===== config.mk =====
export PLATFORM = sky130hd
export DESIGN_NAME = scba_head_table
export DESIGN_NICKNAME = d
export VERILOG_FILES = /design/src/hw/rtl/scba_pkg.sv /design/src/hw/rtl/scba_head_table.sv
export SDC_FILE = /design/constraint.sdc
export NUM_CORES = 1
export LEC_CHECK = 0
export ABC_AREA = 1
export BUFFER_PORTS_ARGS = -buffer_cell sky130_fd_sc_hd__buf_2
export CORE_AREA = 2 2 156 158
export DETAILED_ROUTE_END_ITERATION = 12
export DIE_AREA = 0 0 158 160
export PLACE_DENSITY_LB_ADDON = 0.15
export SLEW_MARGIN = 20
export SYNTH_ARGS = -nofsm -noshare
export SYNTH_HDL_FRONTEND = slang
export SYNTH_SLANG_ARGS = --single-unit

===== constraint.sdc =====
create_clock -name clk -period 1.4 [get_ports clk]
set_input_delay 0.21 -clock clk [delete_from_list [all_inputs] [get_ports clk]]
set_output_delay 0.21 -clock clk [all_outputs]
set_load 0.1 [all_outputs]

===== src/hw/rtl/scba_pkg.sv =====
// scba_pkg: shared types, constants and helpers of the size-class block allocator
// no dependencies; imported by every module of the block
package scba_pkg;

	// size-class geometry
	localparam int CLASS_STEP     = 256;
	localparam int MAX_UNITS      = 8192;
	localparam int UNIT_BYTES     = 4;
	localparam int POOL_SIZE_DEF  = 256;
	localparam int ADDR_WIDTH_DEF = 32;

	// port field widths
	localparam int MODE_W      = 2;
	localparam int HANDLE_W    = 8;
	localparam int COUNT_W     = 14;
	localparam int BYTE_ADDR_W = 32;
	localparam int STATUS_W    = 3;

	// derived bucket geometry
	localparam int NBUCKETS     = (MAX_UNITS + CLASS_STEP - 1) / CLASS_STEP + 1;
	localparam int BKT_W        = $clog2(NBUCKETS);
	localparam int STEP_SH      = $clog2(CLASS_STEP);
	localparam int REGION_BYTES = CLASS_STEP * UNIT_BYTES;
	localparam int REGION_W     = $clog2((NBUCKETS - 1) * REGION_BYTES + 1);

	typedef logic [BKT_W-1:0] bucket_t;

	typedef enum logic [MODE_W-1:0] {
		MODE_ALLOC   = 2'd0,
		MODE_RELEASE = 2'd1,
		MODE_WRITE   = 2'd2,
		MODE_READ    = 2'd3
	} mode_t;

	typedef enum logic [STATUS_W-1:0] {
		ST_OK         = 3'd0,
		ST_TOO_LARGE  = 3'd1,
		ST_ADDR_OVF   = 3'd2,
		ST_POOL_EMPTY = 3'd3,
		ST_READ_LONG  = 3'd4
	} status_t;

	typedef enum logic [2:0] {
		SEQ_IDLE,
		SEQ_LOOKUP,
		SEQ_RELEASE,
		SEQ_POP,
		SEQ_FRESH
	} seq_state_t;

	// per-field write enables of the descriptor store
	typedef struct packed {
		logic link_we;
		logic off_we;
		logic units_we;
	} desc_we_t;

	// round a unit count up to its size class, clamped to the last bucket
	function automatic bucket_t bucket_of(logic [COUNT_W-1:0] n);
		logic [COUNT_W:0] r;
		r = {1'b0, n} + (COUNT_W + 1)'(CLASS_STEP - 1);
		r = r >> STEP_SH;
		if (r > (COUNT_W + 1)'(NBUCKETS - 1))
			return BKT_W'(NBUCKETS - 1);
		return BKT_W'(r);
	endfunction

	// byte size of one region of a bucket
	function automatic logic [REGION_W-1:0] region_bytes(bucket_t b);
		return REGION_W'(b) * REGION_W'(REGION_BYTES);
	endfunction

endpackage


===== src/hw/rtl/scba_head_table.sv =====
// scba_head_table: per-bucket free-list head memory with reset-cleared valid bits
// depends on scba_pkg; an entry never written reads as the empty marker
module scba_head_table #(
	parameter int POOL_SIZE = scba_pkg::POOL_SIZE_DEF
) (
	input  logic                           clk,
	input  logic                           arst_n,
	input  scba_pkg::bucket_t              rd_addr,
	output logic [$clog2(POOL_SIZE+1)-1:0] rd_head,
	input  logic                           wr_en,
	input  scba_pkg::bucket_t              wr_addr,
	input  logic [$clog2(POOL_SIZE+1)-1:0] wr_head
);
	import scba_pkg::*;

	localparam int LINK_W = $clog2(POOL_SIZE + 1);

	logic [LINK_W-1:0]   head_mem [NBUCKETS];
	logic [LINK_W-1:0]   rd_data_q;
	logic                rd_vld_q;
	logic [NBUCKETS-1:0] vld_q;

	// head storage, read-old on a same-address collision
	always_ff @(posedge clk) begin
		if (wr_en)
			head_mem[wr_addr] <= wr_head;
		rd_data_q <= head_mem[rd_addr];
	end

	// valid bits, cleared at reset
	always_ff @(posedge clk or negedge arst_n) begin
		if (!arst_n) begin
			vld_q    <= '0;
			rd_vld_q <= 1'b0;
		end else begin
			if (wr_en)
				vld_q[wr_addr] <= 1'b1;
			rd_vld_q <= vld_q[rd_addr];
		end
	end

	assign rd_head = rd_vld_q ? rd_data_q : LINK_W'(POOL_SIZE);

endmodule


**Word-level counts from Yosys, hierarchy flattened**

Memory sizes are Yosys's and may differ from the RTL's. A register that Yosys moved wholly into a read port is not among the register bits.
Index checks and enable logic that the tools add are counted.

- Bitwise operators: 1
- Muxes and demuxes: 7
- Order comparisons: 3
- Reduce and logical (&&, ||, !) cells: 1

Operators with widths:

| operator | count |
|---|---|
| 33-bit OR | 1 |
| 6-bit by 7-bit < comparator with 1-bit output, second input constant | 2 |
| 9-bit two-way mux | 1 |
| 1-bit binary-select mux with 6-bit select | 1 |
| 1-bit demux with 6-bit select | 1 |
| 6-bit by 1-bit greater-or-equal comparator with 1-bit output, second input constant | 1 |
| 1-bit two-way mux | 4 |
| 1-bit logical AND | 1 |

- RAM bits: 297
- Bits of input ports: 24
- Flip-flop bits (word level): 34
- Memories kept: 1
- Word-level logic and storage cells: 15

Memories:

| name | words | width | rd ports | clocked after Yosys merged registers in | write ports | line | RTL |
|---|---|---|---|---|---|---|---|
| head_mem | 33 | 9 | 1 | 1 | 1 | scba_head_table.sv:18 | `logic [LINK_W-1:0] head_mem [NBUCKETS];` |

**Logic depth before layout (Yosys ltp)**

- Depth after elaboration: 5
- Depth in mapped cells: 12
- Depth with buffers taken out: 10

**Worst setup path before layout**

No wires, ideal clock.

- Kind: input to register
- Start: in wr_addr[3]
- End: mem head_mem[0][0] (netlist name), enable pin
- Setup time: 374 ps
- Arrival: 1289 ps
- Buffers on the path: 1
- Slack: -263 ps
- Cell stages on the path: 5
- Cells stage by stage: or2_2 -> inv_1 -> nand2_1 -> clkbuf_1 -> nor2_1

RTL lines:

| what | line | RTL |
|---|---|---|
| start, declared | scba_head_table.sv:11 | `input scba_pkg::bucket_t wr_addr,` |
| end, declared | scba_head_table.sv:18 |  |

No word-level cell before the write port.

**Final worst setup path**

- Start: reg rd_vld_q
- End: out rd_head[3]

- Cells in the longest elaborated chain, start to end: 1

Ends and longest elaborated chain:

| what | line | RTL |
|---|---|---|
| start, declared | scba_head_table.sv:20 | `logic rd_vld_q;` |
| start signal, assigned | scba_head_table.sv:38 | `rd_vld_q <= vld_q[rd_addr];` |
| 9-bit two-way mux | scba_head_table.sv:42 | `assign rd_head = rd_vld_q ? rd_data_q : LINK_W'(POOL_SIZE);` |
| end, declared | scba_head_table.sv:9 | `output logic [$clog2(POOL_SIZE+1)-1:0] rd_head,` |

No other way between the ends.

==> impl_results.html <==
<table>
<tr><th>Metric</th><th>Value</th></tr>
<tr><th colspan="2">Setup path</th></tr>
<tr><td>Critical Path End Type</td><td>output port</td></tr>
<tr><td>Cell depth of the worst flop-to-flop path</td><td>9</td></tr>
<tr><td>End of the worst register-to-register path</td><td>rd_data_q[5]</td></tr>
<tr><td>Maximum fanout along the worst path</td><td>4</td></tr>
<tr><td>Minimum setup slack among reg-to-reg paths</td><td>0.09 ns</td></tr>
<tr><td>Critical Setup Path Class</td><td>register to output port</td></tr>
<tr><td>Startpoint kind of the worst setup timing path</td><td>register</td></tr>
<tr><td>Reg-to-Reg Start</td><td>head_mem[28][5]</td></tr>
<tr><td>Launch point of the critical path</td><td>rd_vld_q</td></tr>
<tr><td>Critical Path AT</td><td>1.43 ns</td></tr>
<tr><td>Worst endpoint required time</td><td>1.19 ns</td></tr>
<tr><th colspan="2">Detailed routing</th></tr>
<tr><td>Antenna viol nets, final</td><td>0</td></tr>
<tr><td>Via count</td><td>10219</td></tr>
<tr><td>Residual DRC count</td><td>0</td></tr>
<tr><td>DRT Pass-1 Iters</td><td>6</td></tr>
<tr><td>Vias per inst</td><td>5.47</td></tr>
<tr><td>Final WL</td><td>36.6 mm</td></tr>
<tr><td>Post-DR wirelength/cell</td><td>19.6 um</td></tr>
<tr><td>Number of DRC violations after detailed-routing iteration 0</td><td>1091</td></tr>
<tr><th colspan="2">Place</th></tr>
<tr><td>Weighted congestion at the end of routability-driven global placement</td><td>0.901</td></tr>
<tr><td>Worst slack after detailed placement</td><td>-0.354 ns</td></tr>
<tr><td>Port Buffer Count</td><td>32</td></tr>
<tr><td>HPWL reported at the end of detailed placement</td><td>22.4 mm</td></tr>
<tr><th colspan="2">Clock network</th></tr>
<tr><td>Clock Root Buffer</td><td>sky130_fd_sc_hd__clkbuf_16</td></tr>
<tr><td>Number of buffers on the longest clock path</td><td>3</td></tr>
<tr><td>Clock-pin transition on the worst setup and hold timing paths</td><td>0.06 ns</td></tr>
<tr><td>Clock tree from TritonCTS</td><td>built</td></tr>
<tr><td>Worst skew pair latency</td><td>0.52 ns</td></tr>
<tr><td>TritonCTS Buffers</td><td>35</td></tr>
<tr><td>Number of clock sinks seen by CTS</td><td>340</td></tr>
<tr><td>H-tree levels</td><td>2</td></tr>
<tr><th colspan="2">STA</th></tr>
<tr><td>Crit path setup slack, layout</td><td>-0.245 ns</td></tr>
<tr><td>Unrepaired setup endpoints after global routing</td><td>yes</td></tr>
<tr><td>Final-layout worst hold slack</td><td>0.127 ns</td></tr>
<tr><td>Maximum clock skew at final layout</td><td>0.0203 ns</td></tr>
<tr><td>Endpoints failing hold</td><td>0</td></tr>
<tr><td>Final Slew Violations</td><td>0</td></tr>
<tr><td>Minimum clock period</td><td>1.64 ns</td></tr>
<tr><td>Highest clock frequency the design can meet</td><td>608 MHz</td></tr>
<tr><td>Max-Slew Margin vs Limit</td><td>44.3%</td></tr>
<tr><td>Setup violators final</td><td>9</td></tr>
<tr><td>Setup total negative slack</td><td>-2.04 ns</td></tr>
<tr><td>Share of the clock period used by the worst path</td><td>117%</td></tr>
<tr><td>Transition time of the tightest slew-check pin</td><td>0.836 ns</td></tr>
<tr><th colspan="2">Global routing</th></tr>
<tr><td>Via count of the first global-routing pass</td><td>10060</td></tr>
<tr><td>Total Routing Usage GR</td><td>29.9%</td></tr>
<tr><td>Pin count of the biggest net entering global routing</td><td>59</td></tr>
<tr><td>Met2 usage</td><td>48.5%</td></tr>
<tr><td>Global routing usage on met3</td><td>5.73%</td></tr>
<tr><td>Total congestion overflow</td><td>0</td></tr>
<tr><td>Antenna violations before repair</td><td>0</td></tr>
<tr><td>Global-route wire length before repair</td><td>56.2 mm</td></tr>
<tr><td>Most Used Layer, Global Route</td><td>met2</td></tr>
<tr><td>Global routing usage on met1</td><td>41.1%</td></tr>
<tr><th colspan="2">Synth</th></tr>
<tr><td>Syn avg cell area</td><td>10.2 um2</td></tr>
<tr><td>YS warnings</td><td>0</td></tr>
<tr><td>Synthesized area</td><td>14300 um2</td></tr>
<tr><td>Syn nets</td><td>1434</td></tr>
<tr><td>Cells after synthesis</td><td>1410</td></tr>
<tr><td>Sequential-to-total area share from yosys stat</td><td>69.4%</td></tr>
<tr><td>Number of synthesized register bits</td><td>340</td></tr>
<tr><td>Post-synth cell types</td><td>20</td></tr>
<tr><th colspan="2">Flow run</th></tr>
<tr><td>Max cap viols</td><td>0</td></tr>
<tr><th colspan="2">Power and ir drop</th></tr>
<tr><td>Peak supply drop</td><td>1120 uV</td></tr>
<tr><td>Leakage</td><td>0.00724 uW</td></tr>
<tr><td>Power density over the cells</td><td>1280 nW/um2</td></tr>
<tr><th colspan="2">Final layout</th></tr>
<tr><td>Final-stage net count</td><td>1545</td></tr>
<tr><td>Synthesis-to-finish area growth</td><td>20.4%</td></tr>
<tr><td>Fraction of final layout cells sized beyond drive strength 1</td><td>15.5%</td></tr>
<tr><td>Number of diodes added for antenna fixing</td><td>0</td></tr>
<tr><td>Final standard cell utilization of the core</td><td>72.5%</td></tr>
<tr><th colspan="2">Worst hold path</th></tr>
<tr><td>Path class of the lowest-slack min-delay path</td><td>primary input to register</td></tr>
<tr><td>Hold depth</td><td>4</td></tr>
<tr><td>Terminating pin of the worst hold path</td><td>rd_data_q[5]</td></tr>
<tr><td>Worst hold path startpoint</td><td>rd_addr[5]</td></tr>
<tr><th colspan="2">Die</th></tr>
<tr><td>Core region area</td><td>23800 um2</td></tr>
<tr><td>Row cnt</td><td>57</td></tr>
<tr><td>Vertical die dimension</td><td>160 um</td></tr>
<tr><td>Horizontal die dimension</td><td>158 um</td></tr>
<tr><td>Die ar.</td><td>25300 um2</td></tr>
<tr><td>Effective utilization at floorplan</td><td>60.2%</td></tr>
<tr><td>I/O pin count</td><td>33</td></tr>
<tr><th colspan="2">Outcome</th></tr>
<tr><td>Violations in the final reports</td><td>negative setup slack</td></tr>
<tr><td>Result of the run</td><td>finished, violations left</td></tr>
</table>
[metrics by stage]
step	cells	total power (uW)	cell area (um2)
finish	1869	22100	17300
floorplan	1410	12300	14500
global placement	1805	13100	16000
detailed placement	1805	13100	16000
global route	1869	22800	17300
CTS	1869	22200	17200
[sequential cells by signal (all words and copies together), names as in the netlist]
signal	cells
head_mem	297
rd_data_q	9
rd_vld_q	1
vld_q	33
[worst max path at each step]
stage	end	cells after the start
after CTS	rd_head[5]	4
after global routing	rd_head[6]	4
after global placement	rd_data_q[3]	12
after detailed placement	rd_data_q[3]	12
after floorplan	head_mem[32][0]	3
final	rd_head[3]	4
[cell families after synthesis]
group | count (synthesis) | share of synthesized area (%)
AO/OA/AOI/OAI | 89 | 3.16
flip-flops | 340 | 69.4
AND/OR/NAND/NOR | 736 | 20.8
buffers and inverters | 245 | 6.73
[cells in the final DEF, fill, tap and decap left out, types with 9 or more instances in the layout]
| cell type | Yosys | routed |
|---|---|---|
| sky130_fd_sc_hd__nand2_1 | 445 | 431 |
| sky130_fd_sc_hd__edfxtp_1 | 297 | 297 |
| sky130_fd_sc_hd__inv_1 | 172 | 164 |
| sky130_fd_sc_hd__nand3_1 | 155 | 154 |
| sky130_fd_sc_hd__nor2_1 | 127 | 108 |
| sky130_fd_sc_hd__buf_4 | 0 | 84 |
| sky130_fd_sc_hd__o21ai_0 | 59 | 59 |
| sky130_fd_sc_hd__clkbuf_16 | 0 | 37 |
| sky130_fd_sc_hd__buf_12 | 0 | 35 |
| sky130_fd_sc_hd__dfrtp_1 | 34 | 33 |
| sky130_fd_sc_hd__a21oi_1 | 21 | 21 |
| sky130_fd_sc_hd__buf_2 | 31 | 21 |
| sky130_fd_sc_hd__nor2_4 | 0 | 16 |
| sky130_fd_sc_hd__clkbuf_1 | 29 | 11 |
| sky130_fd_sc_hd__clkinvlp_4 | 0 | 9 |
| sky130_fd_sc_hd__dfxtp_1 | 9 | 9 |
[critical path, stage by stage, from the launching register on]
cell,delay (ns)
sky130_fd_sc_hd__dfrtp_2,0.43
sky130_fd_sc_hd__buf_6,0.15
sky130_fd_sc_hd__nand2_4,0.07
sky130_fd_sc_hd__clkinvlp_4,0.09
sky130_fd_sc_hd__buf_12,0.17
[where the power goes]
group	leakage, uW	internal, uW	switching [uW]
Sequential	0.00307	11100	54.7
Combinational	0.00363	613	1210
Clock	0.000543	5440	3660
[metal layers]
| metal | up-vias | part of all wire [%] |
|---|---|---|
| met5 | - | 0 |
| met1 | 4863 | 39 |
| met4 | 0 | 3.1 |
| li1 | 4805 | - |
| met2 | 470 | 48 |
| met3 | 81 | 9.0 |
[what timing repair did]
action / CTS / global route
hold buffers: 1 / 0
pin swaps: 0 / 2
buffers inserted: 2 / 0
setup endpoints to repair: 9 / 13
gates resized for setup: 20 / 9
endpoints found under the hold margin: 34 / 0
[area by class of cell]
| cell class | count | area, um2 |
|---|---|---|
| Timing Repair Buffer | 142 | 1460 |
| Inverter | 177 | 697 |
| Sequential cell | 340 | 9950 |
| Tap cell | 324 | 405 |
| Clock inverter | 12 | 134 |
| Clock buffer | 49 | 981 |
| Multi-Input combinational cell | 825 | 3640 |
| Fill cell | 1713 | 6550 |
[cells in the mapped netlist]
cell type	instances	share of area [%]
sky130_fd_sc_hd__nand2_1	445	12
sky130_fd_sc_hd__edfxtp_1	297	62
sky130_fd_sc_hd__inv_1	172	4.5
sky130_fd_sc_hd__nand3_1	155	5.4
sky130_fd_sc_hd__nor2_1	127	3.3
sky130_fd_sc_hd__o21ai_0	59	2.1
sky130_fd_sc_hd__dfrtp_1	34	5.9
sky130_fd_sc_hd__buf_2	31	1.1
sky130_fd_sc_hd__clkbuf_1	29	0.76
sky130_fd_sc_hd__a21oi_1	21	0.73
sky130_fd_sc_hd__dfxtp_1	9	1.3
sky130_fd_sc_hd__buf_1	7	0.18
sky130_fd_sc_hd__o21ai_1	6	0.21
sky130_fd_sc_hd__or2_2	6	0.26
sky130_fd_sc_hd__clkinv_1	4	0.10
sky130_fd_sc_hd__o211ai_1	3	0.16
sky130_fd_sc_hd__nor3_1	2	0.070
sky130_fd_sc_hd__buf_6	1	0.078
sky130_fd_sc_hd__inv_2	1	0.026
sky130_fd_sc_hd__nand4_1	1	0.044
(Power assumes the default switching activity.)
